[config.mk]
export PLATFORM = sky130hd
export DESIGN_NAME = modular_exponentiation_top
export DESIGN_NICKNAME = d
export VERILOG_FILES = /design/src/rtl/core/mexp_pkg.sv /design/src/rtl/core/mexp_modmul.sv /design/src/rtl/core/modular_exponentiation_top.sv
export VERILOG_INCLUDE_DIRS = /design/src /design/src/rtl/core
export SDC_FILE = /design/constraint.sdc
export NUM_CORES = 1
export LEC_CHECK = 0
export ABC_AREA = 1
export BUFFER_PORTS_ARGS = -buffer_cell sky130_fd_sc_hd__buf_2
export CORE_MARGIN = 2
export CORE_UTILIZATION = 34
export DETAILED_ROUTE_END_ITERATION = 16
export PLACE_DENSITY = 0.54
export SETUP_SLACK_MARGIN = 0.3
export SLEW_MARGIN = 20
export SYNTH_ARGS = -nofsm -noshare
export SYNTH_HDL_FRONTEND = slang
export SYNTH_SLANG_ARGS = --single-unit
[constraint.sdc]
create_clock -name clock -period 5.85 [get_ports clock]
set_clock_uncertainty 0.15 [all_clocks]
set_input_delay 1.755 -clock clock [delete_from_list [all_inputs] [get_ports clock]]
set_output_delay 1.755 -clock clock [all_outputs]
set_load 0.01 [all_outputs]
[src/rtl/core/modular_exponentiation_top_defines.svh]
// Assertion macros shared by the modular exponentiation RTL.
`ifndef MODULAR_EXPONENTIATION_TOP_DEFINES_SVH
`define MODULAR_EXPONENTIATION_TOP_DEFINES_SVH

`ifndef SYNTHESIS
`define MEXP_ASSERT(name, clk, rst, prop) \
   name: assert property (@(posedge clk) disable iff (rst) (prop)) \
      else $error("modular exponentiation assertion failed");
`define MEXP_ASSERT_NEXT(name, clk, rst, ante, cons) \
   name: assert property (@(posedge clk) disable iff (rst) (ante) |=> (cons)) \
      else $error("modular exponentiation assertion failed");
`else
`define MEXP_ASSERT(name, clk, rst, prop)
`define MEXP_ASSERT_NEXT(name, clk, rst, ante, cons)
`endif

`endif

[src/rtl/core/mexp_pkg.sv]
`default_nettype none

package mexp_pkg;

   typedef enum logic [5:0] {
      ST_IDLE   = 6'b000001,
      ST_REDUCE = 6'b000010,
      ST_STEP   = 6'b000100,
      ST_MULT   = 6'b001000,
      ST_SQUARE = 6'b010000,
      ST_DONE   = 6'b100000
   } mexp_state_type;

   typedef struct packed {
      logic busy;
      logic done;
   } mexp_mul_status_type;

endpackage

`default_nettype wire

[src/rtl/core/mexp_modmul.sv]
`default_nettype none

`include "modular_exponentiation_top_defines.svh"

module mexp_modmul
   import mexp_pkg::*;
#(
   parameter int OPERAND_WIDTH = 32
) (
   input  logic                     clock,
   input  logic                     reset,
   input  logic                     start,
   input  logic [OPERAND_WIDTH-1:0] op_a,
   input  logic [OPERAND_WIDTH-1:0] op_x,
   input  logic [OPERAND_WIDTH-1:0] op_m,
   output logic [OPERAND_WIDTH-1:0] product,
   output mexp_mul_status_type      status
);

   localparam int CntWidth = $clog2(OPERAND_WIDTH);

   logic                     busy_ff, busy_in;
   logic                     done_ff, done_in;
   logic [CntWidth-1:0]      cnt_ff, cnt_in;
   logic [OPERAND_WIDTH-1:0] r_ff, r_in;
   logic [OPERAND_WIDTH-1:0] x_ff, x_in;
   logic [OPERAND_WIDTH-1:0] a_ff, a_in;
   logic [OPERAND_WIDTH-1:0] m_ff, m_in;

   logic [OPERAND_WIDTH:0]   dbl;
   logic [OPERAND_WIDTH:0]   dbl_red;
   logic [OPERAND_WIDTH:0]   sum;
   logic [OPERAND_WIDTH:0]   sum_red;

   // One multiplier bit per cycle, most significant first: double, then add.
   always_comb begin
      dbl     = {r_ff, 1'b0};
      dbl_red = (dbl >= {1'b0, m_ff}) ? dbl - {1'b0, m_ff} : dbl;
      sum     = {1'b0, dbl_red[OPERAND_WIDTH-1:0]}
                + (x_ff[OPERAND_WIDTH-1] ? {1'b0, a_ff} : '0);
      sum_red = (sum >= {1'b0, m_ff}) ? sum - {1'b0, m_ff} : sum;
   end

   always_comb begin
      busy_in = busy_ff;
      done_in = 1'b0;
      cnt_in  = cnt_ff;
      r_in    = r_ff;
      x_in    = x_ff;
      a_in    = a_ff;
      m_in    = m_ff;
      if (start) begin
         busy_in = 1'b1;
         cnt_in  = CntWidth'(OPERAND_WIDTH - 1);
         r_in    = '0;
         x_in    = op_x;
         a_in    = op_a;
         m_in    = op_m;
      end else if (busy_ff) begin
         r_in   = sum_red[OPERAND_WIDTH-1:0];
         x_in   = {x_ff[OPERAND_WIDTH-2:0], 1'b0};
         cnt_in = cnt_ff - 1'b1;
         if (cnt_ff == '0) begin
            busy_in = 1'b0;
            done_in = 1'b1;
         end
      end
   end

   always_ff @(posedge clock) begin
      if (reset) begin
         busy_ff <= 1'b0;
         done_ff <= 1'b0;
      end else begin
         busy_ff <= busy_in;
         done_ff <= done_in;
      end
   end

   always_ff @(posedge clock) begin
      cnt_ff <= cnt_in;
      r_ff   <= r_in;
      x_ff   <= x_in;
      a_ff   <= a_in;
      m_ff   <= m_in;
   end

   assign product     = r_ff;
   assign status.busy = busy_ff;
   assign status.done = done_ff;

   `MEXP_ASSERT(a_done_after_busy, clock, reset, done_ff |-> $past(busy_ff))
   `MEXP_ASSERT(a_product_reduced, clock, reset, done_ff |-> (r_ff < m_ff))

endmodule

`default_nettype wire

[src/rtl/core/modular_exponentiation_top.sv]
// Channel  Direction  tdata (lowest bit up)                 tuser
// req      in         base, exponent, modulus               none
// rsp      out        result                                modulus_error
//
// The bit-serial modular multiplier serves the base reduction, every squaring
// and every multiply.
// A zero exponent or a zero modulus is offered in the cycle after the transfer.
// Reset is synchronous and returns the sequencer to idle; req_tready is high
// only when idle, and a held result waits in its register for rsp_tready.
`default_nettype none

`include "modular_exponentiation_top_defines.svh"

module modular_exponentiation_top
   import mexp_pkg::*;
#(
   parameter int OPERAND_WIDTH  = 32,
   parameter int EXPONENT_WIDTH = 64
) (
   input  logic                                            clock,
   input  logic                                            reset,
   input  logic                                            req_tvalid,
   output logic                                            req_tready,
   // base, exponent, modulus
   input  logic [((2*OPERAND_WIDTH+EXPONENT_WIDTH+7)/8)*8-1:0] req_tdata,
   output logic                                            rsp_tvalid,
   input  logic                                            rsp_tready,
   // result
   output logic [((OPERAND_WIDTH+7)/8)*8-1:0]              rsp_tdata,
   // modulus_error
   output logic                                            rsp_tuser
);

   localparam int W       = OPERAND_WIDTH;
   localparam int E       = EXPONENT_WIDTH;
   localparam int RspBits = ((OPERAND_WIDTH + 7) / 8) * 8;

   mexp_state_type      state_ff, state_in;
   logic [E-1:0]        e_ff, e_in;
   logic [W-1:0]        acc_ff, acc_in;
   logic [W-1:0]        sq_ff, sq_in;
   logic [W-1:0]        m_ff, m_in;
   logic [W-1:0]        res_ff, res_in;
   logic                err_ff, err_in;

   logic [W-1:0]        req_base;
   logic [E-1:0]        req_exponent;
   logic [W-1:0]        req_modulus;

   logic                mul_start;
   logic [W-1:0]        mul_a;
   logic [W-1:0]        mul_x;
   logic [W-1:0]        mul_m;
   logic [W-1:0]        mul_p;
   mexp_mul_status_type mul_status;

   assign req_base     = req_tdata[W-1:0];
   assign req_exponent = req_tdata[W+E-1:W];
   assign req_modulus  = req_tdata[2*W+E-1:W+E];

   mexp_modmul #(
      .OPERAND_WIDTH(W)
   ) u_modmul (
      .clock  (clock),
      .reset  (reset),
      .start  (mul_start),
      .op_a   (mul_a),
      .op_x   (mul_x),
      .op_m   (mul_m),
      .product(mul_p),
      .status (mul_status)
   );

   always_comb begin
      state_in  = state_ff;
      e_in      = e_ff;
      acc_in    = acc_ff;
      sq_in     = sq_ff;
      m_in      = m_ff;
      res_in    = res_ff;
      err_in    = err_ff;
      mul_start = 1'b0;
      mul_a     = sq_ff;
      mul_x     = acc_ff;
      mul_m     = m_ff;
      case (state_ff)
         ST_IDLE: begin
            if (req_tvalid) begin
               e_in   = req_exponent;
               m_in   = req_modulus;
               acc_in = W'(1);
               if (req_exponent == '0) begin
                  res_in   = W'(1);
                  err_in   = 1'b0;
                  state_in = ST_DONE;
               end else if (req_modulus == '0) begin
                  res_in   = '0;
                  err_in   = 1'b1;
                  state_in = ST_DONE;
               end else begin
                  // The base is reduced by multiplying it with one.
                  mul_start = 1'b1;
                  mul_a     = W'(1);
                  mul_x     = req_base;
                  mul_m     = req_modulus;
                  state_in  = ST_REDUCE;
               end
            end
         end
         ST_REDUCE: begin
            if (mul_status.done) begin
               sq_in    = mul_p;
               state_in = ST_STEP;
            end
         end
         ST_STEP: begin
            if (e_ff == '0) begin
               res_in   = acc_ff;
               err_in   = 1'b0;
               state_in = ST_DONE;
            end else if (e_ff[0]) begin
               mul_start = 1'b1;
               state_in  = ST_MULT;
            end else begin
               mul_start = 1'b1;
               mul_x     = sq_ff;
               e_in      = {1'b0, e_ff[E-1:1]};
               state_in  = ST_SQUARE;
            end
         end
         ST_MULT: begin
            if (mul_status.done) begin
               acc_in   = mul_p;
               e_in     = {e_ff[E-1:1], 1'b0};
               state_in = ST_STEP;
            end
         end
         ST_SQUARE: begin
            if (mul_status.done) begin
               sq_in    = mul_p;
               state_in = ST_STEP;
            end
         end
         ST_DONE: begin
            if (rsp_tready) begin
               state_in = ST_IDLE;
            end
         end
         default: begin
            state_in = ST_IDLE;
         end
      endcase
   end

   always_ff @(posedge clock) begin
      if (reset) begin
         state_ff <= ST_IDLE;
      end else begin
         state_ff <= state_in;
      end
   end

   always_ff @(posedge clock) begin
      e_ff   <= e_in;
      acc_ff <= acc_in;
      sq_ff  <= sq_in;
      m_ff   <= m_in;
      res_ff <= res_in;
      err_ff <= err_in;
   end

   assign req_tready = (state_ff == ST_IDLE);
   assign rsp_tvalid = (state_ff == ST_DONE);
   assign rsp_tdata  = RspBits'(res_ff);
   assign rsp_tuser  = err_ff;

   `MEXP_ASSERT(a_no_overlap, clock, reset, rsp_tvalid |-> !req_tready)
   `MEXP_ASSERT(a_error_zero, clock, reset, (rsp_tvalid && rsp_tuser) |-> (rsp_tdata == '0))
   `MEXP_ASSERT(a_unit_busy_in_compute, clock, reset,
                mul_status.busy |-> (state_ff == ST_REDUCE || state_ff == ST_MULT ||
                                     state_ff == ST_SQUARE))
   `MEXP_ASSERT_NEXT(a_start_leaves_idle, clock, reset, mul_start, mul_status.busy)

endmodule

`default_nettype wire
==> results of run 1 <==
area by class of cell:
class / instances / share of cell area [%]
diodes: 1 / 0.00840
clock buffers: 51 / 3.46
clock inverters: 19 / 0.500
inverters: 707 / 8.92
multi-input cells: 2083 / 41.5
flip-flops and latches: 334 / 32.2
well taps: 873 / 3.67
repair buffers: 408 / 9.78
how the worst min path moves through the flow:
stage                             startpoint                 end  cells past startpoint
after floorplan                  state_ff[1]         state_ff[1]                      2
after global placement           state_ff[1]         state_ff[1]                      2
after detailed placement  u_modmul.cnt_ff[4]  u_modmul.cnt_ff[4]                      2
after CTS                        state_ff[1]         state_ff[1]                      2
after global routing      u_modmul.cnt_ff[4]  u_modmul.cnt_ff[4]                      2
final                            state_ff[1]         state_ff[1]                      2
routing by layer:
metal  track usage (%)  vias to the layer above
li1                  -                    10800
met1              30.8                     9779
met2              32.2                      539
met3              2.23                      122
met4              5.80                        0
met5                 0                        -
cell families after synthesis:
family          synth area share (%)
simple gates                    30.7
compound gates                  6.26
buf+inv                         13.6
fa+ha+maj                       5.55
xor+xnor                        2.14
flops                           41.7
worst max-delay path: cells and delay by family, from the launching register on:
family                     cells  cell delay [ns]
AOI/OAI and AO/OA              2             0.24
adders and majority gates      3             0.90
buffers and inverters          7             0.80
DFF                            1             0.39
and+or+nand+nor               28             2.81
repair_timing:
item,in CTS,in global routing
gates cloned,0,6
endpoints found under the hold margin,0,0
setup endpoints to repair,32,32
setup buffers,7,54
resized for setup,86,404
pin swaps,18,135
placed cells by master, fill, tap and decap left out, types with 28 or more instances in the layout:
master     instances
nand2_1          967
inv_1            651
buf_4            219
ha_4              69
a21oi_1           60
xor2_1            39
clkbuf_16         44
nand3b_1          43
nand2_4           28
buf_2            166
nand4_1           89
dfxtp_1           44
nor2_1           205
nand3_1          134
nand2_2          101
edfxtp_1         289
inv_2             55
o22ai_1           63
registers in the layout (all words and copies together) (netlist names), 6 cells and up:
name,flops
sq_ff,32
m_ff,32
u_modmul.m_ff,32
u_modmul.product,32
u_modmul.a_ff,32
u_modmul.x_ff,32
acc_ff,32
rsp_tdata,32
e_ff,64
state_ff,6
stage by stage:
stage	setup TNS, ns	instances	util (%)	instance area, µm²	hold WS [ns]
finish	0	4476	44.4	29800	0.343
global route	0	4475	44.4	29800	0.371
CTS	0	4414	41.0	27500	0.343
detailed placement	-6.62	4337	38.6	25900	0.331
global placement	-6.44	4337	38.6	25900	0.323
floorplan	0	3209	-	22900	0.298
==> summary.txt, run 1 <==
Run status
  – Status: completed

Setup path
  – Worst path slowest cell: edfxtp_1
  – Element type at the critical path end: flop
  – Worst Setup Path Type: reg -> reg
  – Required time worst endpoint: roughly 6.2 ns
  – Worst r2r path cells: 40
  – Worst-path fanout max: 8
  – Worst Path Arrival: 5.72 ns
  – Largest stage delay on the critical path: just under 0.4 ns
  – FF-to-FF End: u_modmul.product[24]
  – Critical R2R Launch: u_modmul.m_ff[7]
  – Critical Path Source Type: flop
  – Setup slack, reg-to-reg: around 0.49 ns
  – Critical Path End: u_modmul.product[24]
  – Worst setup path startpoint: u_modmul.m_ff[7]

Routing
  – DRT iter0 DRCs: between 1,500 and 2,000
  – WL/cell: about 17 µm
  – Via-to-Cell Ratio: between 4 and 5
  – Drt first pass iters: 7
  – Routed length on met1: 36,800 µm
  – Routed WL: around 76,000 µm
  – DRC: 0
  – Max Used Layer: met4
  – Met3 WL: 3840 µm
  – Met2 routed WL: roughly 33,000 µm
  – Antenna Nets Post-Route: 0
  – DR vias: around 21,000

Floorplanning
  – # IOs: 167
  – Die X: approximately 260 µm
  – CORE AREA: 67,000 µm²
  – Die area: a little under 70,000 µm²
  – Die height: around 260 µm
  – Initial core utilization: 34.2%
  – FP Rows: 95

Logic synthesis
  – Number of synthesized register bits: about 330
  – Yosys top cell by area: edfxtp_1
  – Post-synth EDFFs: around 290
  – Synth top area share: 37.8%
  – Largest cells by area after synthesis: edfxtp_1, nand2_1, inv_1
  – Most numerous cell in the Yosys netlist: nand2_1
  – Async set or reset register ratio after synthesis: 0%
  – Syn_nets: roughly 3,400
  – Warnings from Yosys: 0
  – Post-Synthesis Cells: 3,209
  – Sequential area share after synthesis: a little over two fifths
  – Most used flip-flop cell after synthesis: edfxtp_1
  – Post-synthesis average cell area: between 7 and 8 µm²
  – Distinct cells, synth: between 40 and 50
  – Most frequent cells after synthesis: nand2_1, inv_1, edfxtp_1
  – Cell area after synthesis: around 23,000 µm²

GRT
  – Largest net degree at the start of global routing: 89
  – Number of global-route vias before repair: 20,037
  – GR Util All Layers: 20.8%
  – GRT overflow: 0
  – Initial antenna violation count: 0
  – Global-route wire length before repair: between 100,000 and 150,000 µm

Layout
  – Footprint of the multi-input gates: about 12,000 µm²
  – Reg area: ~9600 µm²
  – Layout cells sized above 1: approximately a quarter
  – FILL cells: ~6,900
  – Area Growth Syn to Fin: 29.8%
  – Final nets: between 3,000 and 4,000

Placement
  – Dpl ws: -0.235 ns
  – HPWL Detailed: between 50,000 and 60,000 µm
  – IO buf count: between 150 and 200
  – GP Congestion: 0.940

Worst hold path
  – Type of the worst min-delay path: reg -> reg

STA
  – Fmax: between 150 and 200 MHz
  – Final Hold Vio Count: 0
  – Setup ws final: slightly below 0.5 ns
  – RSZ-0062 raised after global routing: true
  – Tightest Pin Transition: about 1.1 ns
  – Tmin final: roughly 5.4 ns
  – Slew HR: a little over a quarter
  – Final worst path period share: approximately 92%
  – Final setup fails: 0
  – Fin. max-slew vios: 0

Clock tree
  – CTS Buffer Depth: 3
  – CTS tree: yes
  – H-tree depth: 2
  – # hold bufs at CTS: 0
  – Number of CTS-inserted buffers: 39
  – CTS Sinks: about 330
  – Reg clk slew, reported paths: roughly 0.060 ns
  – Clock root cell: clkbuf_16
  – Worst skew pair latency: just under 0.6 ns

Job
  – Max-cap viol count: 0
Power of run 1 is not shown: default switching activity piles up to over one toggle a cycle in this logic, so the estimate is an artifact.
==> run 2, diff against run 1 <==
PLACE_DENSITY = 0.56   (was 0.54)
clock period = 4.6 ns   (was 5.85 ns; I/O delays follow)
==> summary.txt, run 2 (synthesis gave the netlist of run 1 again) <==
Routing
  – Drt first pass iters: 5 (was 7)
  – DR vias: 22,633 (was 21,240)
  – Antenna Nets Post-Route: 0 (unchanged)
  – Routed WL: 80,100 µm (was 76,000 µm)
  – DRT iter0 DRCs: 1,689 (was 1,573)
  – DRC: 0 (unchanged)
  – WL/cell: 16.9 µm (was 17.0 µm)
  – Via-to-Cell Ratio: 4.77 (was 4.75)

Run status
  – Status: finished with violations (was completed)
  – Failing checks: setup timing

Worst hold path
  – Type of the worst min-delay path: reg -> reg (unchanged)
  – Hold path cells: 2 (unchanged)

GRT
  – GRT overflow: 0 (unchanged)
  – Global-route wire length before repair: 120,000 µm (was 113,000 µm)
  – Largest net degree at the start of global routing: 65 (was 89)
  – Initial antenna violation count: 0 (unchanged)
  – GR Util All Layers: 22.1% (was 20.8%)
  – Number of global-route vias before repair: 21,524 (was 20,037)

Layout
  – Final nets: 4,076 (was 3,805)
  – Area Growth Syn to Fin: 41.1% (was 29.8%)
  – Most common cell after layout, fill and taps aside: nand2_1 (unchanged)
  – Max reg flops: 64 (unchanged)
  – Commonest non-fill, non-tap cells in the layout: nand2_1, inv_1, buf_4, edfxtp_1, nor2_1 (was nand2_1, inv_1, edfxtp_1, buf_4, nor2_1)
  – FILL cells: 6,608 (was 6,870)
  – Footprint of the multi-input gates: 12,700 µm² (was 12,400 µm²)
  – Biggest register: e_ff (unchanged)
  – Layout cells sized above 1: 32.0% (was 24.3%)
  – Finished Core Util: 48.3% (was 44.4%)
  – Post-route cell area: 32,400 µm² (was 29,800 µm²)
  – Reg area: 9580 µm² (unchanged)
  – Antenna cells: 0 (was 1)

Setup path
  – Worst Path Arrival: 5.62 ns (was 5.72 ns)
  – Required time worst endpoint: 4.96 ns (was 6.21 ns)
  – Setup slack, reg-to-reg: -0.66 ns (was 0.49 ns)
  – Largest stage delay on the critical path: 0.38 ns (was 0.39 ns)
  – Crit-path most repeated cell: nand2_2
  – Worst r2r path cells: 38 (was 40)
  – Worst Setup Path Type: reg -> reg (unchanged)
  – Element type at the critical path end: flop (unchanged)
  – Worst-path fanout max: 7 (was 8)
  – Worst path slowest cell: edfxtp_1 (unchanged)
  – Critical Path Source Type: flop (unchanged)

STA
  – Fin. max-slew vios: 0 (unchanged)
  – Final setup fails: 32 (was 0)
  – Setup ws final: -0.656 ns (was 0.494 ns)
  – Final Hold Vio Count: 0 (unchanged)
  – RSZ-0062 raised after global routing: true (unchanged)
  – Fmax: 190 MHz (was 187 MHz)
  – Slew HR: 27.8% (was 26.8%)
  – Fin Setup TNS: -20.30 ns (was 0 ns)
  – Final worst path period share: 114% (was 91.6%)
  – Tmin final: 5.26 ns (was 5.36 ns)
  – Tightest Pin Transition: 1.08 ns (was 1.10 ns)

Clock tree
  – Clock root cell: clkbuf_16 (unchanged)
  – CTS Buffer Depth: 3 (unchanged)
  – Reg clk slew, reported paths: 0.06 ns (about the same)
  – Number of CTS-inserted buffers: 40 (was 39)
  – CTS tree: yes (unchanged)
  – Worst skew pair latency: 0.58 ns (about the same)
  – H-tree depth: 2 (unchanged)
  – CTS Sinks: 334 (unchanged)

Floorplanning
  – CORE AREA: 67,000 µm² (unchanged)
  – FP Rows: 95 (unchanged)
  – Die X: 264 µm (unchanged)
  – Initial core utilization: 34.2% (unchanged)
  – # IOs: 167 (unchanged)
  – Die area: 69,600 µm² (unchanged)
  – Die height: 264 µm (unchanged)

Placement
  – HPWL Detailed: 61,800 µm (was 58,700 µm)
  – Placed Area: 28,100 µm² (was 25,900 µm²)
  – GP Congestion: 1.01 (was 0.940)
  – IO buf count: 166 (unchanged)

Job
  – Max-cap viol count: 0 (unchanged)
## run 2: cell types whose count changed in the layout (fill, tap and decap cells not counted), sizes merged, moves of 4 or more
cell    delta
buf      +268
inv        -4
clkinv     +4
bufinv     +5
## run 2: path summary, 6_finish.rpt
kind	from	end
max	u_modmul.m_ff[6]	u_modmul.product[23]
min	state_ff[1]	state_ff[1]
max reg2reg	u_modmul.m_ff[6]	u_modmul.product[23]
min reg2reg	state_ff[1]	state_ff[1]
## run 2: per-stage QoR
step           std cells  setup WS (ns)  hold slack, ns
3_3_place_gp        4597          -1.10           0.316
5_1_grt             4749         -0.930           0.363
4_1_cts             4697         -0.612           0.337
2_1_floorplan       3209         0.0523           0.298
3_5_place_dp        4597          -1.16           0.328
6_report            4749         -0.656           0.332
## run 2: metal layers
layer / track usage, % / share of wire (%) / up-vias / wire length [µm]
met3: 2.39 / 5.5 / 125 / 4370
met4: 6.89 / 3.5 / 0 / 2780
met1: 31.8 / 47 / 10544 / 37700
met2: 34.8 / 44 / 625 / 35200
li1: - / - / 11339 / -
met5: 0 / 0 / - / 0
## run 2: critical path: cells and delay by family, from the launching register on
family	cells	cell delay, ns
AOI/OAI and AO/OA	5	0.63
DFF	1	0.38
adders and majority gates	3	0.84
buffers and inverters	11	1.29
and+or+nand+nor	19	1.88
## run 2: layout make-up
class,count,share of cell area (%)
clock buffer,49,3.35
clock inverter,25,0.939
inverter,707,8.27
multi-input combinational,2084,39.1
sequential,334,29.6
tap,873,3.37
timing repair buffer,677,15.4
## run 2: timing repair
action / CTS / global route
resized for setup: 168 / 371
pin swaps: 39 / 220
cloned: 1 / 8
buffers inserted: 25 / 44
setup endpoints to repair: 32 / 32
hold buffers: 0 / 0
Power of run 2 is left out for the same reason.
